--- src/rtl/core/assert_macros.svh ---
// ----------------------------------------------------------------------------
// assert_macros.svh
// Assertion macros shared by the visibility marker RTL.
// ----------------------------------------------------------------------------
`ifndef ASSERT_MACROS_SVH
`define ASSERT_MACROS_SVH

`ifndef SYNTHESIS

// clocked check, switched off while reset is high
`define CHK_CLK_RST(lbl, clk, rst, prop) \
  lbl: assert property (@(posedge clk) disable iff (rst) prop) \
    else $error("%m: check failed");

// clocked check that also holds during reset
`define CHK_CLK(lbl, clk, prop) \
  lbl: assert property (@(posedge clk) prop) \
    else $error("%m: check failed");

`else

`define CHK_CLK_RST(lbl, clk, rst, prop)
`define CHK_CLK(lbl, clk, prop)

`endif

`endif

--- src/rtl/core/idbvm_ram.sv ---
// ----------------------------------------------------------------------------
// idbvm_ram
// Generic simple dual port RAM, one write and one registered read port.
// ----------------------------------------------------------------------------
module idbvm_ram #(
  parameter int WIDTH = 8,
  parameter int DEPTH = 16
) (
  input  logic                     clk,
  input  logic                     we,
  input  logic [$clog2(DEPTH)-1:0] waddr,
  input  logic [WIDTH-1:0]         wdata,
  input  logic                     re,
  input  logic [$clog2(DEPTH)-1:0] raddr,
  output logic [WIDTH-1:0]         rdata
);

  logic [WIDTH-1:0] mem [DEPTH];

  // write port and registered read port
  always_ff @(posedge clk) begin
    if (we) begin
      mem[waddr] <= wdata;
    end
    if (re) begin
      rdata <= mem[raddr];
    end
  end

endmodule

--- config.mk ---
export PLATFORM = sky130hd
export DESIGN_NAME = idbvm_ram
export DESIGN_NICKNAME = d
export VERILOG_FILES = /design/src/rtl/core/assert_macros.svh /design/src/rtl/core/idbvm_ram.sv
export SDC_FILE = /design/constraint.sdc
export NUM_CORES = 1
export LEC_CHECK = 0
export BUFFER_PORTS_ARGS = -buffer_cell sky130_fd_sc_hd__buf_2
export CAP_MARGIN = 10
export CORE_MARGIN = 2
export CORE_UTILIZATION = 54
export CTS_CLUSTER_DIAMETER = 120
export DETAILED_ROUTE_END_ITERATION = 8
export GPL_ROUTABILITY_DRIVEN = 0
export PLACE_DENSITY = 0.75
export SLEW_MARGIN = 25
export SYNTH_ARGS = -nofsm -noshare
export SYNTH_HDL_FRONTEND = slang
export SYNTH_SLANG_ARGS = --single-unit
export TNS_END_PERCENT = 50
--- constraint.sdc ---
create_clock -name clk -period 2.6 [get_ports clk]
set_clock_uncertainty 0.1 [all_clocks]
set_input_delay 0 -clock clk [delete_from_list [all_inputs] [get_ports clk]]
set_output_delay 0 -clock clk [all_outputs]
set_load 0.01 [all_outputs]
== Yosys cells after proc, flatten, opt, wreduce, memory -nomap -nowiden ==
Memories as Yosys holds them, arrays and structs flattened. A register that Yosys moved wholly into a read port is not among the register bits.
Cells that the tools add are included.

* Memories kept: 1
* Input bits: 19
* Bits in writable memories: 128
* Word-level logic and storage cells: 3
* Register bits: 0
* Output and inout port bits: 8

{| class="wikitable"
|+ Memory list
! memory !! words !! bits a word !! rd ports !! clocked after Yosys merged registers in !! wr ports !! RTL line !! RTL
|-
| mem || 16 || 8 || 1 || 1 || 1 || idbvm_ram.sv:18 || <nowiki>logic [WIDTH-1:0] mem [DEPTH];</nowiki>
|}

* Mux-type cells: 2

{| class="wikitable"
|+ Operators with widths
! cell !! number
|-
| 2-to-1 mux 1 bit || 2
|}

== Longest topological paths before layout ==
* Depth in word-level cells: 2
* Depth in mapped cells: 5
* Gate-level depth less buffers: 3

== Worst setup path before layout ==
Ideal clock, no wire load.

* Path kind: input to register
* Start point: in waddr[2]
* End point: mem mem[0][0], enable pin
* Stages on the path: 2
* Arrival: 1,110 ps
* Library setup time: 383 ps
* Required time: 2,117 ps
* Buffers on the path: 0
* Path slack: 1,007 ps
* Path through: or3b_2 > nor3_1

{| class="wikitable"
|+ RTL lines
! what !! RTL line !! RTL
|-
| start, declared || idbvm_ram.sv:11 || <nowiki>input logic [$clog2(DEPTH)-1:0] waddr,</nowiki>
|-
| end, declared || idbvm_ram.sv:18 ||
|}

No word-level cell before the write port.

==> impl_metrics.csv <==
group,metric,value,unit
outcome,status,"finished, final reports clean",
finish,fin_cells,429,
sta,finalHoldViolations,0,
pwr,p_seq_share,48.7,%
sta,clock.fmax,593,MHz
floorplan,die-area,0.0105,mm²
critical_path,cp.arrival,1820,ps
finish,fin_area,0.00623,mm²
cts,clockRootBuffer,"clkbuf_8",
pwr,p_sw,982,µW
grt,grt_overflow,0,
finish,final_cell_mix,"edfxtp_1, buf_2, mux4_2, a22oi_1, clkbuf_16",
pwr,pwr-share-comb,4.6,%
yosys,ys_warn_count,0,
yosys,synth_area_per_cell,22.8,µm²
detailed_routing,drt-initial-drc-count,277,
detailed_routing,vias,2494,
yosys,ys_seq_area_share,78.1,%
sta,worst_slack,912,ps
finish,syn_to_final_growth,19.3,%
yosys,synth_seq_cells,136,
yosys,synthesis.area,0.00523,mm²
sta,period_minus_slack,1690,ps
finish,nNetsFinal,306,
yosys,synth_cell_types,18,
critical_path,timing.rr.start,"mem[1][0]",
sta,fin_tns_setup,0,ps
detailed_routing,route.antenna.remaining_nets,0,
pwr,p_per_area,819,mW/mm²
finish,antenna_cells,0,
critical_path,r2r_cells,3,
placement,dp_slack,551,ps
finish,fin_util,66.8,%
min_path,holdPathEnd,"mem[12][4]",
critical_path,start_kind,"flop",
cts,htreeDepth,4,
detailed_routing,first_pass_iters,4,
pwr,clkPwrFrac,46.7,%
floorplan,die_h,102,µm
critical_path,required,2730,ps
sta,fin_crit_sh,64.9,%
floorplan,row_count,35,
critical_path,worst-path-max-fanout,1,
pwr,p_int,4.12,mW
yosys,syn_inst,229,
pwr,switching_share,19.2,%
placement,port_buffers,26,
yosys,yosys.area.top_type_share,78.1,%
yosys,synth_area_leader_cell,"edfxtp_1",
floorplan,coreArea,0.00933,mm²
yosys,syn_nets,248,
grt,grt_usage,21.5,%
finish,multi_input_area,0.00106,mm²
placement,hpwlAfterDp,5900,µm
finish,final-seq-area,0.00408,mm²
detailed_routing,wl_per_cell,23.4,µm
grt,grt_pass1_vias,2584,
pwr,ir_drop,0.555,mV
grt,grt_start_max_net_pins,20,
cts,tritoncts,"done",
yosys,synth_area_leaders,"edfxtp_1, mux4_2, mux4_1",
placement,dp_cells,385,
cts,clock-sinks,136,
cts,clk_pin_slew_worst_paths,60,ps
pwr,design_power_total,5.10,mW
sta,holdWs,53.5,ps
sta,tightest_slew,925,ps
critical_path,path_class,"flop to flop",
critical_path,end_kind,"flop",
sta,slew_headroom,38.1,%
cts,insertion_delay,510,ps
sta,rsz0062_at_grt,"false",
grt,antenna_found_initial,0,
pwr,p_leak,2.10,nW
finish,fillers,562,
detailed_routing,wl,10000,µm
floorplan,initial_utilization,56.0,%
run,cap_violations,0,
critical_path,rrSetupSlack,910,ps
sta,slew_viol_final,0,
min_path,worstHoldStart,"waddr[2]",
placement,placed_cell_area,0.00552,mm²
finish,drive_gt1_share,27.7,%
critical_path,reg2reg_to,"rdata[0]",
cts,cts_buffer_depth,2,
floorplan,io_pins,27,
cts,cts_buffers,17,
floorplan,fp.dieW,102,µm
finish,final_common_cell,"edfxtp_1",
min_path,hold_depth,4,
min_path,min_path_type,"input port to flop",
grt,grt_pass1_wl,15100,µm
detailed_routing,route.detailed.drc,0,
detailed_routing,viasPerCell,5.81,
sta,setup_viol,0,
-- worst max path at each step --
stage	startpoint	endpoint	slack, ps
3_5_place_dp	raddr[0]	rdata[4]	550
4_1_cts	mem[1][0]	rdata[0]	880
6_report	mem[1][0]	rdata[0]	910
3_3_place_gp	raddr[0]	rdata[7]	620
2_1_floorplan	waddr[2]	mem[0][0]	1010
5_1_grt	mem[1][0]	rdata[0]	850
-- worst max-delay path: stages, from the launching register on --
cell,delay (ps)
edfxtp_1,360
mux4_1,500
a22oi_1,280
nand2_1,170
-- cell usage after synthesis --
cell and number:
nor2b_1 1, and2_1 1, clkdlybuf4s25_2 3, and2b_1 1, edfxtp_1 136, buf_4 1, buf_6 3, nand3_1 1
nand2b_1 2, or3b_2 1, nand2_1 9, buf_2 3, nand3b_1 2, nor3_1 4, nor2_1 13, a22oi_1 16
mux4_1 14, mux4_2 18
-- power by group through the flow --
stage               clock network [mW]  registers [mW]  logic (mW)
floorplan                            0            2.53       0.125
global placement                     0            2.53       0.213
detailed placement                   0            2.53       0.219
CTS                               2.42            2.49       0.235
global route                      2.51            2.49       0.252
finish                            2.39            2.48       0.234
-- flip-flops by register name, indices dropped and copies added, names as in the netlist --
signal and cells:
mem 128, rdata 8
-- kinds of logic after synthesis --
logic type	share of synthesized area, %
AO/OA/AOI/OAI	2.30
buffers and inverters	1.65
flip-flops	78.1
multiplexers	14.8
AND/OR/NAND/NOR	3.14
-- timing repair --
item | in CTS | in global routing
hold buffers | 12 | 0
resized for setup | 0 | 0
setup buffers | 0 | 0
hold endpoints to repair | 168 | 0
-- metal layers --
layer	routed length (µm)	track usage [%]	vias up
met5	0	0	-
met4	150	9.85	0
met3	808	4.58	10
met2	5050	33.5	130
met1	4040	29.8	1254
li1	-	-	1100
-- area by class of cell --
cell class / count / area share (%)
Clock inverter: 13 / 2.85
Sequential cell: 136 / 65.5
Timing Repair Buffer: 49 / 5.34
Clock buffer: 19 / 6.76
Tap cell: 129 / 2.59
Multi-Input combinational cell: 83 / 17.0
(Power assumes the default switching activity.)
