===== src/rtl/core/assert_macros.svh =====
// ----------------------------------------------------------------------------
// assert_macros.svh
// Assertion macros shared by the visibility marker RTL.
// ----------------------------------------------------------------------------
`ifndef ASSERT_MACROS_SVH
`define ASSERT_MACROS_SVH

`ifndef SYNTHESIS

// clocked check, switched off while reset is high
`define CHK_CLK_RST(lbl, clk, rst, prop) \
  lbl: assert property (@(posedge clk) disable iff (rst) prop) \
    else $error("%m: check failed");

// clocked check that also holds during reset
`define CHK_CLK(lbl, clk, prop) \
  lbl: assert property (@(posedge clk) prop) \
    else $error("%m: check failed");

`else

`define CHK_CLK_RST(lbl, clk, rst, prop)
`define CHK_CLK(lbl, clk, prop)

`endif

`endif


===== src/rtl/core/idbvm_pkg.sv =====
// ----------------------------------------------------------------------------
// idbvm_pkg
// Types and constants of the id buffer visibility marker.
// ----------------------------------------------------------------------------
package idbvm_pkg;

  // field widths
  localparam int KIND_W = 3;
  localparam int CODE_W = 24;
  localparam int VTX_W  = 15;
  localparam int LIMIT_W = 32;

  // capacities
  localparam int MAX_FACES    = 65536;
  localparam int MAX_VERTICES = 32768;
  localparam int FACE_AW      = $clog2(MAX_FACES);
  localparam int VTX_AW       = $clog2(MAX_VERTICES);

  // clearing sweep covers the larger bitmap
  localparam int SWEEP_DEPTH = (MAX_FACES > MAX_VERTICES) ? MAX_FACES : MAX_VERTICES;
  localparam int SWEEP_AW    = $clog2(SWEEP_DEPTH);

  // face table entry: three corner indices
  localparam int TBL_W = 3 * VTX_W;

  localparam logic [CODE_W-1:0] BG_CODE = 24'hFF_FFFF;

  // request kinds
  localparam logic [KIND_W-1:0] KIND_LOAD         = 3'd0;
  localparam logic [KIND_W-1:0] KIND_PIXEL        = 3'd1;
  localparam logic [KIND_W-1:0] KIND_QUERY_FACE   = 3'd2;
  localparam logic [KIND_W-1:0] KIND_QUERY_VERTEX = 3'd3;
  localparam logic [KIND_W-1:0] KIND_CLEAR        = 3'd4;

  typedef struct packed {
    logic [KIND_W-1:0] kind;
    logic [CODE_W-1:0] face_code;
    logic [VTX_W-1:0]  corner_first;
    logic [VTX_W-1:0]  corner_second;
    logic [VTX_W-1:0]  corner_third;
    logic [VTX_W-1:0]  vertex_query;
  } req_t;

  typedef struct packed {
    logic is_background;
    logic out_of_range;
    logic newly_marked;
    logic face_seen;
    logic vertex_seen;
  } res_t;

endpackage


===== src/rtl/core/idbvm_cmp_unit.sv =====
// ----------------------------------------------------------------------------
// idbvm_cmp_unit
// Shared range compare, checks an index against a capacity limit.
// ----------------------------------------------------------------------------
module idbvm_cmp_unit (
  input  logic [idbvm_pkg::CODE_W-1:0]  operand,
  input  logic [idbvm_pkg::LIMIT_W-1:0] limit,
  output logic                          in_range
);

  import idbvm_pkg::*;

  // index below capacity
  assign in_range = (LIMIT_W'(operand) < limit);

endmodule


===== config.mk =====
export PLATFORM = sky130hd
export DESIGN_NAME = idbvm_cmp_unit
export DESIGN_NICKNAME = d
export VERILOG_FILES = /design/src/rtl/core/assert_macros.svh /design/src/rtl/core/idbvm_pkg.sv /design/src/rtl/core/idbvm_cmp_unit.sv
export SDC_FILE = /design/constraint.sdc
export NUM_CORES = 1
export LEC_CHECK = 0
export ABC_AREA = 1
export BUFFER_PORTS_ARGS = -buffer_cell sky130_fd_sc_hd__buf_2
export CAP_MARGIN = 20
export CORE_MARGIN = 2
export CORE_UTILIZATION = 36
export DETAILED_ROUTE_END_ITERATION = 10
export PLACE_DENSITY = 0.9
export SLEW_MARGIN = 10
export SYNTH_ARGS = -nofsm -noshare
export SYNTH_HDL_FRONTEND = slang
export SYNTH_SLANG_ARGS = --single-unit

===== constraint.sdc =====
create_clock -name vclk -period 1.15
set_clock_uncertainty 0.1 [all_clocks]
set_input_delay 0.1725 -clock vclk [all_inputs]
set_output_delay 0.1725 -clock vclk [all_outputs]
set_load 0.005 [all_outputs]

# Word-level counts from Yosys, hierarchy flattened
# Cells that the tools add are included.
[totals]
out_inout_bits = 1
input_bits = 56
reg_bits = 0
wordCells = 1
[classes]
order_cmp = 1
[ops]
columns = ["op", "count"]
rows = [
  ["$lt 24x32->1", 1],
]

# Depth between registers and ports, before layout
[depth]
depth_word = 1
depth_mapped = 11
depth_no_buf = 11

# Worst setup path before layout
# Ideal clock, no wire load.
[synth_timing]
path_type = "input to output"
startpoint = "in limit[5] (netlist name)"
endpoint = "out in_range"
t_arrival_ns = 1.012
slack_ns = -0.135
path_stages = 9
required_ns = 0.877
path_buffers = 0
cell_sequence = "inv_1 ha_1 a21oi_1 nor2_1 nor3_2 nand2_1 nand2_1 nand2_1 a21oi_1"
[synth_between]
elab_chain_len = 1
[synth_lines]
columns = ["item", "line", "rtl"]
rows = [
  ["start, declared", "idbvm_cmp_unit.sv:7", "input logic [idbvm_pkg::LIMIT_W-1:0] limit,"],
  ["$lt 24x32->1", "idbvm_cmp_unit.sv:14", "assign in_range = (LIMIT_W'(operand) < limit);"],
  ["end, declared", "idbvm_cmp_unit.sv:8", "output logic in_range"],
]
# Every way passes these cells.

# Worst setup path after layout
[layout_timing]
startpoint = "in operand[14] (netlist name)"
endpoint = "out in_range"
[layout_between]
elab_chain_len = 1
[layout_lines]
columns = ["item", "line", "rtl"]
rows = [
  ["start, declared", "idbvm_cmp_unit.sv:6", "input logic [idbvm_pkg::CODE_W-1:0] operand,"],
  ["$lt 24x32->1", "idbvm_cmp_unit.sv:14", ""],
]
# Every way passes these cells.

==> impl_metrics.env <==
export IMPL_syn_area_um2=627
export IMPL_dr_pass1_iters=2
export IMPL_violations="setup timing"
export IMPL_fp_row_count=15
export IMPL_initial_utilization_pct=37.1
export IMPL_max_vdd_ir_drop_mv=0.142
export IMPL_drive_above_1_share_pct=49.4
export IMPL_dp_hpwl_um=1510
export IMPL_synth_top_family_by_area="adder cells"
export IMPL_switchingPower_uw=155
export IMPL_place_area_um2=937
export IMPL_min_period_ns=1.52
export IMPL_io_buffer_count=57
export IMPL_final_hold_viol_count=0
export IMPL_die_x_um=45.7
export IMPL_relSlewSlack_pct=84.7
export IMPL_internal_power_uw=179
export IMPL_place_congestion=0.597
export IMPL_endpoint="in_range"
export IMPL_setup_ws_ns=-0.368
export IMPL_crit_fanout=2
export IMPL_worst_pin_slew_ns=0.227
export IMPL_final_common_cell="buf_2"
export IMPL_yosys_area_share_xor_xnor_pct=0
export IMPL_antenna_found_initial=0
export IMPL_grt_max_degree=4
export IMPL_grt_pass1_wl_um=2500
export IMPL_power_leakage_nw=0.653
export IMPL_holdWs_ns=0.722
export IMPL_path_class="in2out"
export IMPL_pre_cts_slack_ns=-0.418
export IMPL_required_ns=0.88
export IMPL_final_cell_mix="buf_2, inv_1, nand2_1"
export IMPL_layout_nets=237
export IMPL_avgSynthCellArea_um2=6.33
export IMPL_swShare_pct=46.4
export IMPL_nClkBuffers=0
export IMPL_drtAntennaViolNets=0
export IMPL_rsz0062_at_grt="yes"
export IMPL_p_per_area_nw_per_um2=313
export IMPL_finalInstanceArea_um2=1060
export IMPL_vias_per_cell=4.76
export IMPL_area_sequential_um2=0
export IMPL_cp_start_kind="primary input"
export IMPL_dieHeight_um=45.7
export IMPL_nFlopsAndLatches=0
export IMPL_cp_data_arrival_time_ns=1.25
export IMPL_fin_crit_sh_pct=132
export IMPL_seq_area_frac_synth_pct=0
export IMPL_ios=57
export IMPL_grt_util_all_layers_pct=15.5
export IMPL_setup_viol=1
export IMPL_p_comb_share_pct=100.0
export IMPL_synth_cell_types=14
export IMPL_dieArea_um2=2090
export IMPL_drv_cap=0
export IMPL_routedWlPerCell_um=10.3
export IMPL_hold_class="in2out"
export IMPL_routed_wl_um=1780
export IMPL_synth_simple_area_share_pct=22.6
export IMPL_crit_start="operand[14]"
export IMPL_slew_violations=0
export IMPL_synth_compound_area_share_pct=13.6
export IMPL_end_kind="output port"
export IMPL_synthMuxAreaShare_pct=0
export IMPL_holdPathStages=6
export IMPL_drt_initial_drc_count=1
export IMPL_syn2layout_area_growth_pct=69.9
export IMPL_fmax_ghz=0.659
export IMPL_coreArea_um2=1690
export IMPL_netlist_instances=99
export IMPL_synth_nets=178
export IMPL_overflow=0
export IMPL_vias=824
export IMPL_ys_warn_count=0
export IMPL_outcome="finished, violations left"
export IMPL_grt_pass1_vias=753
export IMPL_pwr_share_seq_pct=0
export IMPL_drcViolationCount=0
export IMPL_antenna_cells=0
export IMPL_clockPowerShare_pct=0
export IMPL_synthAdderAreaFrac_pct=45.9
==> how the worst min path moves through the flow <==
stage / start / end / slack (ns)
detailed placement: limit[25] / in_range / 0.72
floorplan: limit[28] / in_range / 0.49
finish: limit[25] / in_range / 0.72
CTS: limit[24] / in_range / 0.72
global placement: limit[24] / in_range / 0.69
global route: limit[24] / in_range / 0.75
==> what timing repair did <==
item | CTS | global route
hold buffers | 0 | 0
resized for setup | 10 | 11
setup endpoints to repair | 1 | 1
buffers inserted | 0 | 0
pin swaps | 5 | 2
==> layer usage <==
| layer | wire length [um] | GRT usage [%] |
|---|---|---|
| met5 | 0 | 0 |
| met4 | 0 | 1.14 |
| met3 | 138 | 0.397 |
| met2 | 1040 | 37.5 |
| met1 | 603 | 13.2 |
==> metrics by stage <==
stage | total power, mW | util (%) | instances | setup TNS [ns]
after floorplan | 0.148 | - | 99 | -0.125
after global placement | 0.260 | 55.5 | 173 | -0.388
after detailed placement | 0.278 | 55.5 | 173 | -0.418
after CTS | 0.315 | 60.4 | 173 | -0.364
after global routing | 0.383 | 63.0 | 173 | -0.438
final | 0.333 | 63.0 | 173 | -0.368
==> kinds of logic after synthesis <==
group           count (synthesis)
fa+ha+maj                      23
compound gates                 16
buf+inv                        30
simple gates                   30
==> cell usage after synthesis <==
cell / count / area, um^2
nand3_1: 1 / 5.00
a21oi_1: 11 / 55.1
inv_1: 30 / 113
ha_1: 23 / 288
nand3b_1: 1 / 7.51
a31oi_1: 1 / 6.26
nor4_1: 2 / 12.5
o21ai_0: 3 / 15.0
nor2_1: 2 / 7.51
a21oi_2: 1 / 8.76
nand4_1: 2 / 12.5
nand2_1: 19 / 71.3
nor3_2: 2 / 20.0
nor3_1: 1 / 5.00
==> cell type report <==
cell class                 instances  area [um^2]
multi-input combinational         69          633
fill                             163          624
tap                               17         21.3
timing repair buffer              57          298
inverter                          30          113
==> worst max-delay path: stages <==
cell	delay, ns
buf_2	0.10
ha_1	0.28
nand2_1	0.09
inv_1	0.06
nand3_2	0.07
inv_1	0.05
a21oi_2	0.12
nand2_1	0.07
a21oi_2	0.12
buf_2	0.12
==> power by group through the flow <==
stage / sequential [mW] / clock, mW / combinational (mW)
final: 0 / 0 / 0.333
after global routing: 0 / 0 / 0.383
after CTS: 0 / 0 / 0.315
after detailed placement: 0 / 0 / 0.278
after global placement: 0 / 0 / 0.260
after floorplan: 0 / 0 / 0.148
Power figures use the tool's default switching activity.
